## src/rtl/sorted_insert_priority_queue_assert.svh

```systemverilog
// Assertion macros for the sorted insert priority queue.
// Used by the top level; expects clk and rst_n in the including scope.
`ifndef SORTED_INSERT_PRIORITY_QUEUE_ASSERT_SVH
`define SORTED_INSERT_PRIORITY_QUEUE_ASSERT_SVH

`ifndef NO_ASSERTIONS

// Same-cycle implication, checked at every rising edge outside reset.
`define SIPQ_ASSERT_SAME(lbl, ante, cons, msg) \
    lbl: assert property (@(posedge clk) disable iff (!rst_n) (ante) |-> (cons)) \
        else $error(msg);

// Next-cycle implication, checked at every rising edge outside reset.
`define SIPQ_ASSERT_NEXT(lbl, ante, cons, msg) \
    lbl: assert property (@(posedge clk) disable iff (!rst_n) (ante) |=> (cons)) \
        else $error(msg);

`else

`define SIPQ_ASSERT_SAME(lbl, ante, cons, msg)
`define SIPQ_ASSERT_NEXT(lbl, ante, cons, msg)

`endif

`endif

```

## src/rtl/sipq_pkg.sv

```systemverilog
// Shared types and constants for the sorted insert priority queue.
// No dependencies; imported by the cell and the top level.
package sipq_pkg;

    localparam int CAPACITY = 16;
    localparam int DATA_W   = 32;
    localparam int CNT_W    = $clog2(CAPACITY + 1);
    localparam int OCC_W    = 5;
    localparam int STATUS_W = 2;

    typedef enum logic
    {
        OP_INSERT = 1'b0,
        OP_REMOVE = 1'b1
    } op_t;

    typedef enum logic [STATUS_W-1:0]
    {
        ST_OK    = 2'd0,
        ST_EMPTY = 2'd1,
        ST_FULL  = 2'd2
    } status_t;

    // Command broadcast to every cell of the chain at once.
    typedef struct packed
    {
        logic                     insert_en;
        logic                     remove_en;
        logic signed [DATA_W-1:0] value;
    } cell_cmd_t;

endpackage

```

## src/rtl/sipq_cell.sv

```systemverilog
// One storage cell of the sorted chain: holds a single entry.
// Depends on sipq_pkg for the command struct and data width.
module sipq_cell
    import sipq_pkg::*;
(
    input  logic                     clk,
    input  cell_cmd_t                cmd,
    input  logic                     valid,
    input  logic                     left_gt,
    input  logic signed [DATA_W-1:0] left_entry,
    input  logic signed [DATA_W-1:0] right_entry,
    output logic                     gt,
    output logic signed [DATA_W-1:0] entry
);

    logic signed [DATA_W-1:0] entry_reg;
    logic signed [DATA_W-1:0] entry_next;

    // An empty cell counts as greater, so the new value lands at the tail.
    assign gt = !valid || (entry_reg > cmd.value);

    always_comb
    begin
        entry_next = entry_reg;
        if (cmd.insert_en && gt)
        begin
            // The first greater cell takes the new value; the ones after it shift right.
            entry_next = left_gt ? left_entry : cmd.value;
        end
        else if (cmd.remove_en)
        begin
            entry_next = right_entry;
        end
    end

    always_ff @(posedge clk)
    begin
        entry_reg <= entry_next;
    end

    assign entry = entry_reg;

endmodule

```

## src/rtl/sorted_insert_priority_queue.sv

```systemverilog
// Top level of the sorted insert priority queue: a chain of sipq_cell instances
// plus the entry count and the output register. Depends on sipq_pkg and the assert header.
//
//   Channel | Handshake           | Fields
//   --------+---------------------+-------------------------------------------
//   input   | in_valid / in_ready | operation (1), value (32, signed)
//   output  | out_valid/out_ready | status (2), removed_value (32, signed),
//           |                     | occupancy (5)
//
// Every beat is finished in the cycle it is accepted: all cells compare against
// the incoming value in parallel and shift together, so one item per cycle unless
// the output stalls. The result sits in an output register; a new beat is taken
// whenever that register is empty or is being drained in the same cycle.
// Reset clears the entry count and the output valid; cell contents are not reset,
// because only cells below the count are ever read.
`include "sorted_insert_priority_queue_assert.svh"

module sorted_insert_priority_queue
    import sipq_pkg::*;
(
    input  logic                     clk,
    input  logic                     rst_n,
    input  logic                     in_valid,
    output logic                     in_ready,
    input  logic                     operation,
    input  logic signed [DATA_W-1:0] value,
    output logic                     out_valid,
    input  logic                     out_ready,
    output logic [STATUS_W-1:0]      status,
    output logic signed [DATA_W-1:0] removed_value,
    output logic [OCC_W-1:0]         occupancy
);

    // Entry count and output register.
    logic [CNT_W-1:0]         count_reg;
    logic [CNT_W-1:0]         count_next;
    logic                     out_valid_reg;
    logic                     out_valid_next;
    status_t                  status_reg;
    status_t                  status_next;
    logic signed [DATA_W-1:0] removed_reg;
    logic signed [DATA_W-1:0] removed_next;
    logic [OCC_W-1:0]         occ_reg;
    logic [OCC_W-1:0]         occ_next;

    logic      accept;
    logic      full;
    logic      empty;
    op_t       op;
    cell_cmd_t cmd;

    logic                     cell_gt    [CAPACITY];
    logic signed [DATA_W-1:0] cell_entry [CAPACITY];

    // The output register can take a new result when it is empty or being read.
    assign in_ready = !out_valid_reg || out_ready;
    assign accept   = in_valid && in_ready;

    assign op    = op_t'(operation);
    assign full  = (count_reg == CNT_W'(CAPACITY));
    assign empty = (count_reg == '0);

    // A remove on an empty list and an insert on a full list leave the chain alone.
    assign cmd.insert_en = accept && (op == OP_INSERT) && !full;
    assign cmd.remove_en = accept && (op == OP_REMOVE) && !empty;
    assign cmd.value     = value;

    // The chain. Cell 0 holds the smallest entry. Each cell sees its left
    // neighbor (for the right shift of an insert) and its right neighbor
    // (for the left shift of a remove). The last cell simply keeps its own
    // value on a remove, since it falls outside the count afterward.
    for (genvar i = 0; i < CAPACITY; i++)
    begin : g_cell
        logic                     left_gt;
        logic signed [DATA_W-1:0] left_entry;
        logic signed [DATA_W-1:0] right_entry;

        if (i == 0)
        begin : g_head
            assign left_gt    = 1'b0;
            assign left_entry = value;
        end
        else
        begin : g_body
            assign left_gt    = cell_gt[i-1];
            assign left_entry = cell_entry[i-1];
        end

        if (i == CAPACITY - 1)
        begin : g_tail
            assign right_entry = cell_entry[i];
        end
        else
        begin : g_mid
            assign right_entry = cell_entry[i+1];
        end

        sipq_cell u_cell
        (
            .clk         (clk),
            .cmd         (cmd),
            .valid       (count_reg > CNT_W'(i)),
            .left_gt     (left_gt),
            .left_entry  (left_entry),
            .right_entry (right_entry),
            .gt          (cell_gt[i]),
            .entry       (cell_entry[i])
        );
    end

    // Count and result for the beat being accepted.
    always_comb
    begin
        count_next     = count_reg;
        out_valid_next = out_valid_reg && !out_ready;
        status_next    = status_reg;
        removed_next   = removed_reg;
        occ_next       = occ_reg;

        if (cmd.insert_en)
        begin
            count_next = count_reg + CNT_W'(1);
        end
        else if (cmd.remove_en)
        begin
            count_next = count_reg - CNT_W'(1);
        end

        if (accept)
        begin
            out_valid_next = 1'b1;
            removed_next   = cmd.remove_en ? cell_entry[0] : '0;
            occ_next       = OCC_W'(count_next);
            unique case (op)
                OP_INSERT: status_next = full  ? ST_FULL  : ST_OK;
                OP_REMOVE: status_next = empty ? ST_EMPTY : ST_OK;
                default:   status_next = ST_OK;
            endcase
        end
    end

    always_ff @(posedge clk or negedge rst_n)
    begin
        if (!rst_n)
        begin
            count_reg     <= '0;
            out_valid_reg <= 1'b0;
        end
        else
        begin
            count_reg     <= count_next;
            out_valid_reg <= out_valid_next;
        end
    end

    // Result payload needs no reset; it is only looked at behind out_valid.
    always_ff @(posedge clk)
    begin
        status_reg  <= status_next;
        removed_reg <= removed_next;
        occ_reg     <= occ_next;
    end

    assign out_valid     = out_valid_reg;
    assign status        = status_reg;
    assign removed_value = removed_reg;
    assign occupancy     = occ_reg;

    // The count never runs past the capacity of the chain.
    `SIPQ_ASSERT_SAME(a_count_bound, 1'b1, count_reg <= CNT_W'(CAPACITY), "count above capacity")

    // A successful insert grows the count by exactly one.
    `SIPQ_ASSERT_NEXT(a_insert_count, cmd.insert_en, count_reg == $past(count_reg) + CNT_W'(1), "insert count step wrong")

    // A successful remove returns what was at the head of the chain.
    `SIPQ_ASSERT_NEXT(a_remove_head, cmd.remove_en, removed_reg == $past(cell_entry[0]), "removed value is not the head")

    // A dropped insert is only reported when the chain is full.
    `SIPQ_ASSERT_SAME(a_full_occ, out_valid_reg && (status_reg == ST_FULL), occ_reg == OCC_W'(CAPACITY), "full status with room left")

endmodule
```

## config.mk

```make
export PLATFORM = sky130hd
export DESIGN_NAME = sorted_insert_priority_queue
export DESIGN_NICKNAME = d
export VERILOG_FILES = /design/src/rtl/sipq_pkg.sv /design/src/rtl/sipq_cell.sv /design/src/rtl/sorted_insert_priority_queue.sv
export VERILOG_INCLUDE_DIRS = /design/src /design/src/rtl
export SDC_FILE = /design/constraint.sdc
export NUM_CORES = 2
export LEC_CHECK = 0
export BUFFER_PORTS_ARGS = -buffer_cell sky130_fd_sc_hd__buf_2
export CAP_MARGIN = 20
export CORE_MARGIN = 4
export CORE_UTILIZATION = 65
export CTS_CLUSTER_SIZE = 25
export DETAILED_ROUTE_END_ITERATION = 16
export PLACE_DENSITY = 0.81
export SYNTH_ARGS = -nofsm -noshare
export SYNTH_HDL_FRONTEND = slang
export SYNTH_SLANG_ARGS = --single-unit
```

## constraint.sdc

```tcl
create_clock -name clk -period 8 [get_ports clk]
set_input_delay 2.4 -clock clk [delete_from_list [all_inputs] [get_ports clk]]
set_output_delay 2.4 -clock clk [all_outputs]
set_load 0.005 [all_outputs]
```

==> results_dict.tcl <==
set metrics [dict create \
    status "finished, final reports clean" \
    synth_cell_type_count 74 \
    portBuffers 77 \
    grt_pass1_vias 30370 \
    r2r_start "g_cell[2].u_cell.entry[31]" \
    initial_core_util_pct 65.78 \
    ys_seq_elements 557 \
    met1_length_mm 44.85 \
    clock.fmax_mhz 151.8 \
    gp_congestion 0.9631 \
    hold_violations 0 \
    p_per_area_nw_per_um2 262.8 \
    drive_above_1_share_pct 17.91 \
    ir_drop_v 0.0002482 \
    grt_pass1_wl_mm 170.9 \
    antenna_left 0 \
    antenna_found_initial 4 \
    cp_slowest_cell "or2_1" \
    synth_area_per_cell_um2 11.21 \
    final_nets 4163 \
    seqPwrFrac_pct 38.9 \
    fp.dieH_um 255.4 \
    hold_path_class "flop to flop" \
    vias 30340 \
    drv_cap 0 \
    wl_mm 110.2 \
    die_x_um 255.4 \
    slew_headroom_pct 15.17 \
    rsz0062_at_grt "no" \
    cts_tree "built" \
    start_kind "input port" \
    ctsHoldBuffers 0 \
    core_um2 60470 \
    netSwitchingFraction_pct 35.80 \
    overflow 0 \
    crit_type "input port to flop" \
    slowest_delay_ns 0.78 \
    drc 0 \
    fin_ws_ns 1.414 \
    cts_sinks 557 \
    cp_data_arrival_time_ns 6.96 \
    top_layer_used "met4" \
    crit_path_start "value[30]" \
    numCtsBuffers 61 \
    clock_latency_ns 0.64 \
    pwr-share-comb_pct 37.1 \
    drv_slew 0 \
    ios 78 \
    largest_register_ffs 512 \
    async_flop_share_pct 1.077 \
    synth_top_cell_area_share_pct 41.59 \
    area_growth_pct 8.735 \
    ys.flop_type "edfxtp_1" \
    crit_chain "buf_2 > inv_1 > ha_1 > nand4_1 > nor4_1 > buf_2 > a211oi_1 > o21ai_0 > nor4b_1 > a21o_1 > or2_1 > buf_4 > mux2_2" \
    yosysWarnings 0 \
    pre_cts_ws_ns 0.9295 \
    leakage_nw 17.77 \
    htree_levels 2 \
    fin_crit_sh_pct 82.33 \
    min_period_ns 6.586 \
    fin_tns_setup_ns 0 \
    fill_cells 4264 \
    wl_per_cell_um 24.80 \
    synth_cells 3548 \
    crit_top_cell "buf_2" \
    power_w 0.01137 \
    syn-num-nets 4102 \
    die_area_um2 65220 \
    first_pass_iters 5 \
    clock-root-buffer "clkbuf_16" \
    setup_viol 0 \
    clock_path_buffers 3 \
    num_rows 90 \
    hpwl_mm 84.13 \
    netlist_area_um2 39780 \
    drtIter0Drc 2776 \
    power_frac_clock_pct 24.0 \
    route.met3.wl_mm 7.885 \
    vias_per_cell 6.827 \
    cts_resized 0 \
    finalCoreUtilization_pct 71.53 \
    p_int_w 0.007298 \
    hold_ws_ns 0.5584 \
    synth_area_leaders "edfxtp_1 (42%), ha_1 (16%), mux2_2 (9.7%), mux2i_1 (5.9%), a21oi_1 (4.3%)" \
    worst_pin_slew_ns 1.240 \
    yosys.area.top_type "edfxtp_1" \
    path_clk_slew_ns 0.06 \
    critPathMaxFanout 18 \
    yosysSeqAreaShare_pct 41.97 \
    post_cts_buffers 0 \
    worst_clock_skew_ns 0.01996 \
    p_sw_w 0.004069 \
    hold_depth 2 \
    reg2reg_depth 11 \
    worstPathRequired_ns 8.37 \
    seqCellArea_um2 16700 \
    synth_edf_count 551 \
    critPathCaptureType "flop" \
    wl_met2_mm 52.24 \
    min_from "out_valid" \
    globalRouteTotalUtil_pct 32.48 \
    grt_max_degree 66 \
    multiInputGateArea_um2 22190 \
]
-- final cells by class --
| cell class | instances | area share, % |
|---|---|---|
| multi-input cells | 2729 | 51.29 |
| flip-flops and latches | 557 | 38.60 |
| clock buffers | 67 | 3.581 |
| repair buffers | 191 | 2.901 |
| well taps | 782 | 2.262 |
| clock inverters | 45 | 0.7434 |
| inverters | 69 | 0.5988 |
| diodes | 4 | 0.02314 |
-- synth_stat cells, drive strengths merged, types with 5 or more instances --
cell and instances:
o32ai 33, o211ai 17, nor4 15, a21o 55, nand4 108, inv 69, mux2 405, dfrtp 6
a21oi 342, nand3 31, nor3b 34, nor3 11, mux2i 234, nand2b 22, nand2 315, o21a 15
a221o 33, a2111oi 8, and4 8, clkbuf 144, and2 35, a31oi 6, or4 8, ha 517
nor2b 25, o31ai 6, or2 7, o21ai 224, edfxtp 551, buf 49, nor2 120, a211oi 17
or3 6, a221oi 5
-- power groups by stage --
| stage | Clock, W | Sequential, W | Combinational [W] |
|---|---|---|---|
| floorplan | 0 | 0.00425 | 0.00311 |
| global placement | 0 | 0.00442 | 0.00393 |
| detailed placement | 0 | 0.00445 | 0.00413 |
| CTS | 0.00274 | 0.00439 | 0.00415 |
| global route | 0.00287 | 0.00446 | 0.00458 |
| finish | 0.00273 | 0.00442 | 0.00422 |
-- kinds of logic (layout without fill, tap and decap cells) --
| group | count (synthesis) | count (layout) | synth area share (%) |
|---|---|---|---|
| buffers and inverters | 262 | 372 | 2.670 |
| AOI/OAI and AO/OA | 809 | 809 | 12.30 |
| DFF | 557 | 557 | 41.97 |
| adders and majority gates | 517 | 517 | 16.26 |
| other | 0 | 4 | 0 |
| and+or+nand+nor | 761 | 761 | 9.376 |
| xor gates and xnor gates | 3 | 3 | 0.06606 |
| muxes | 639 | 639 | 17.35 |
-- critical path: cells and delay by family --
kind | cells | cell delay (ns)
AND/OR/NAND/NOR | 4 | 1.67
buffers and inverters | 4 | 1.45
AO/OA/AOI/OAI | 3 | 0.66
adder cells (fa/ha/maj) | 1 | 0.38
multiplexers | 1 | 0.38
-- metrics by stage --
stage               area, um^2  std cells
floorplan                39780       3548
global placement         41360       4326
detailed placement       41360       4327
CTS                      43230       4439
global route             43250       4444
finish                   43250       4444
-- per-layer routing --
| metal | up-vias | global-route usage [%] |
|---|---|---|
| met2 | 1402 | 54.45 |
| li1 | 13830 | - |
| met1 | 14820 | 42.99 |
| met3 | 279 | 3.436 |
| met5 | - | 0 |
| met4 | 0 | 14.65 |
-- placed cells by master, fill, tap and decap left out, types with 15 or more instances in the layout --
cell type / instances
o21a_1: 15
a211oi_1: 16
nand2b_1: 21
nor2_1: 116
a21o_1: 55
ha_1: 517
buf_2: 78
nand3_1: 31
mux2_1: 62
inv_1: 69
edfxtp_1: 551
a221o_1: 32
o211ai_1: 17
o32ai_1: 32
o21ai_0: 187
nand4_1: 108
a21oi_1: 341
nor3b_1: 34
nor2b_1: 25
clkinv_2: 16
o21ai_1: 34
and2_1: 34
buf_4: 111
clkinv_1: 18
clkbuf_16: 61
nor4_1: 15
mux2_2: 343
mux2i_1: 234
nand2_1: 315
-- final timing paths --
kind | to | slack (ns)
min | out_valid | 0.56
max reg2reg | g_cell[2].u_cell.entry[26] | 3.59
min reg2reg | out_valid | 0.56
max in group asynchronous | count_reg[1] | 6.25
max | g_cell[2].u_cell.entry[26] | 1.41
min in group asynchronous | count_reg[3] | 1.58
Note: power is estimated with default switching activity, not from simulation.
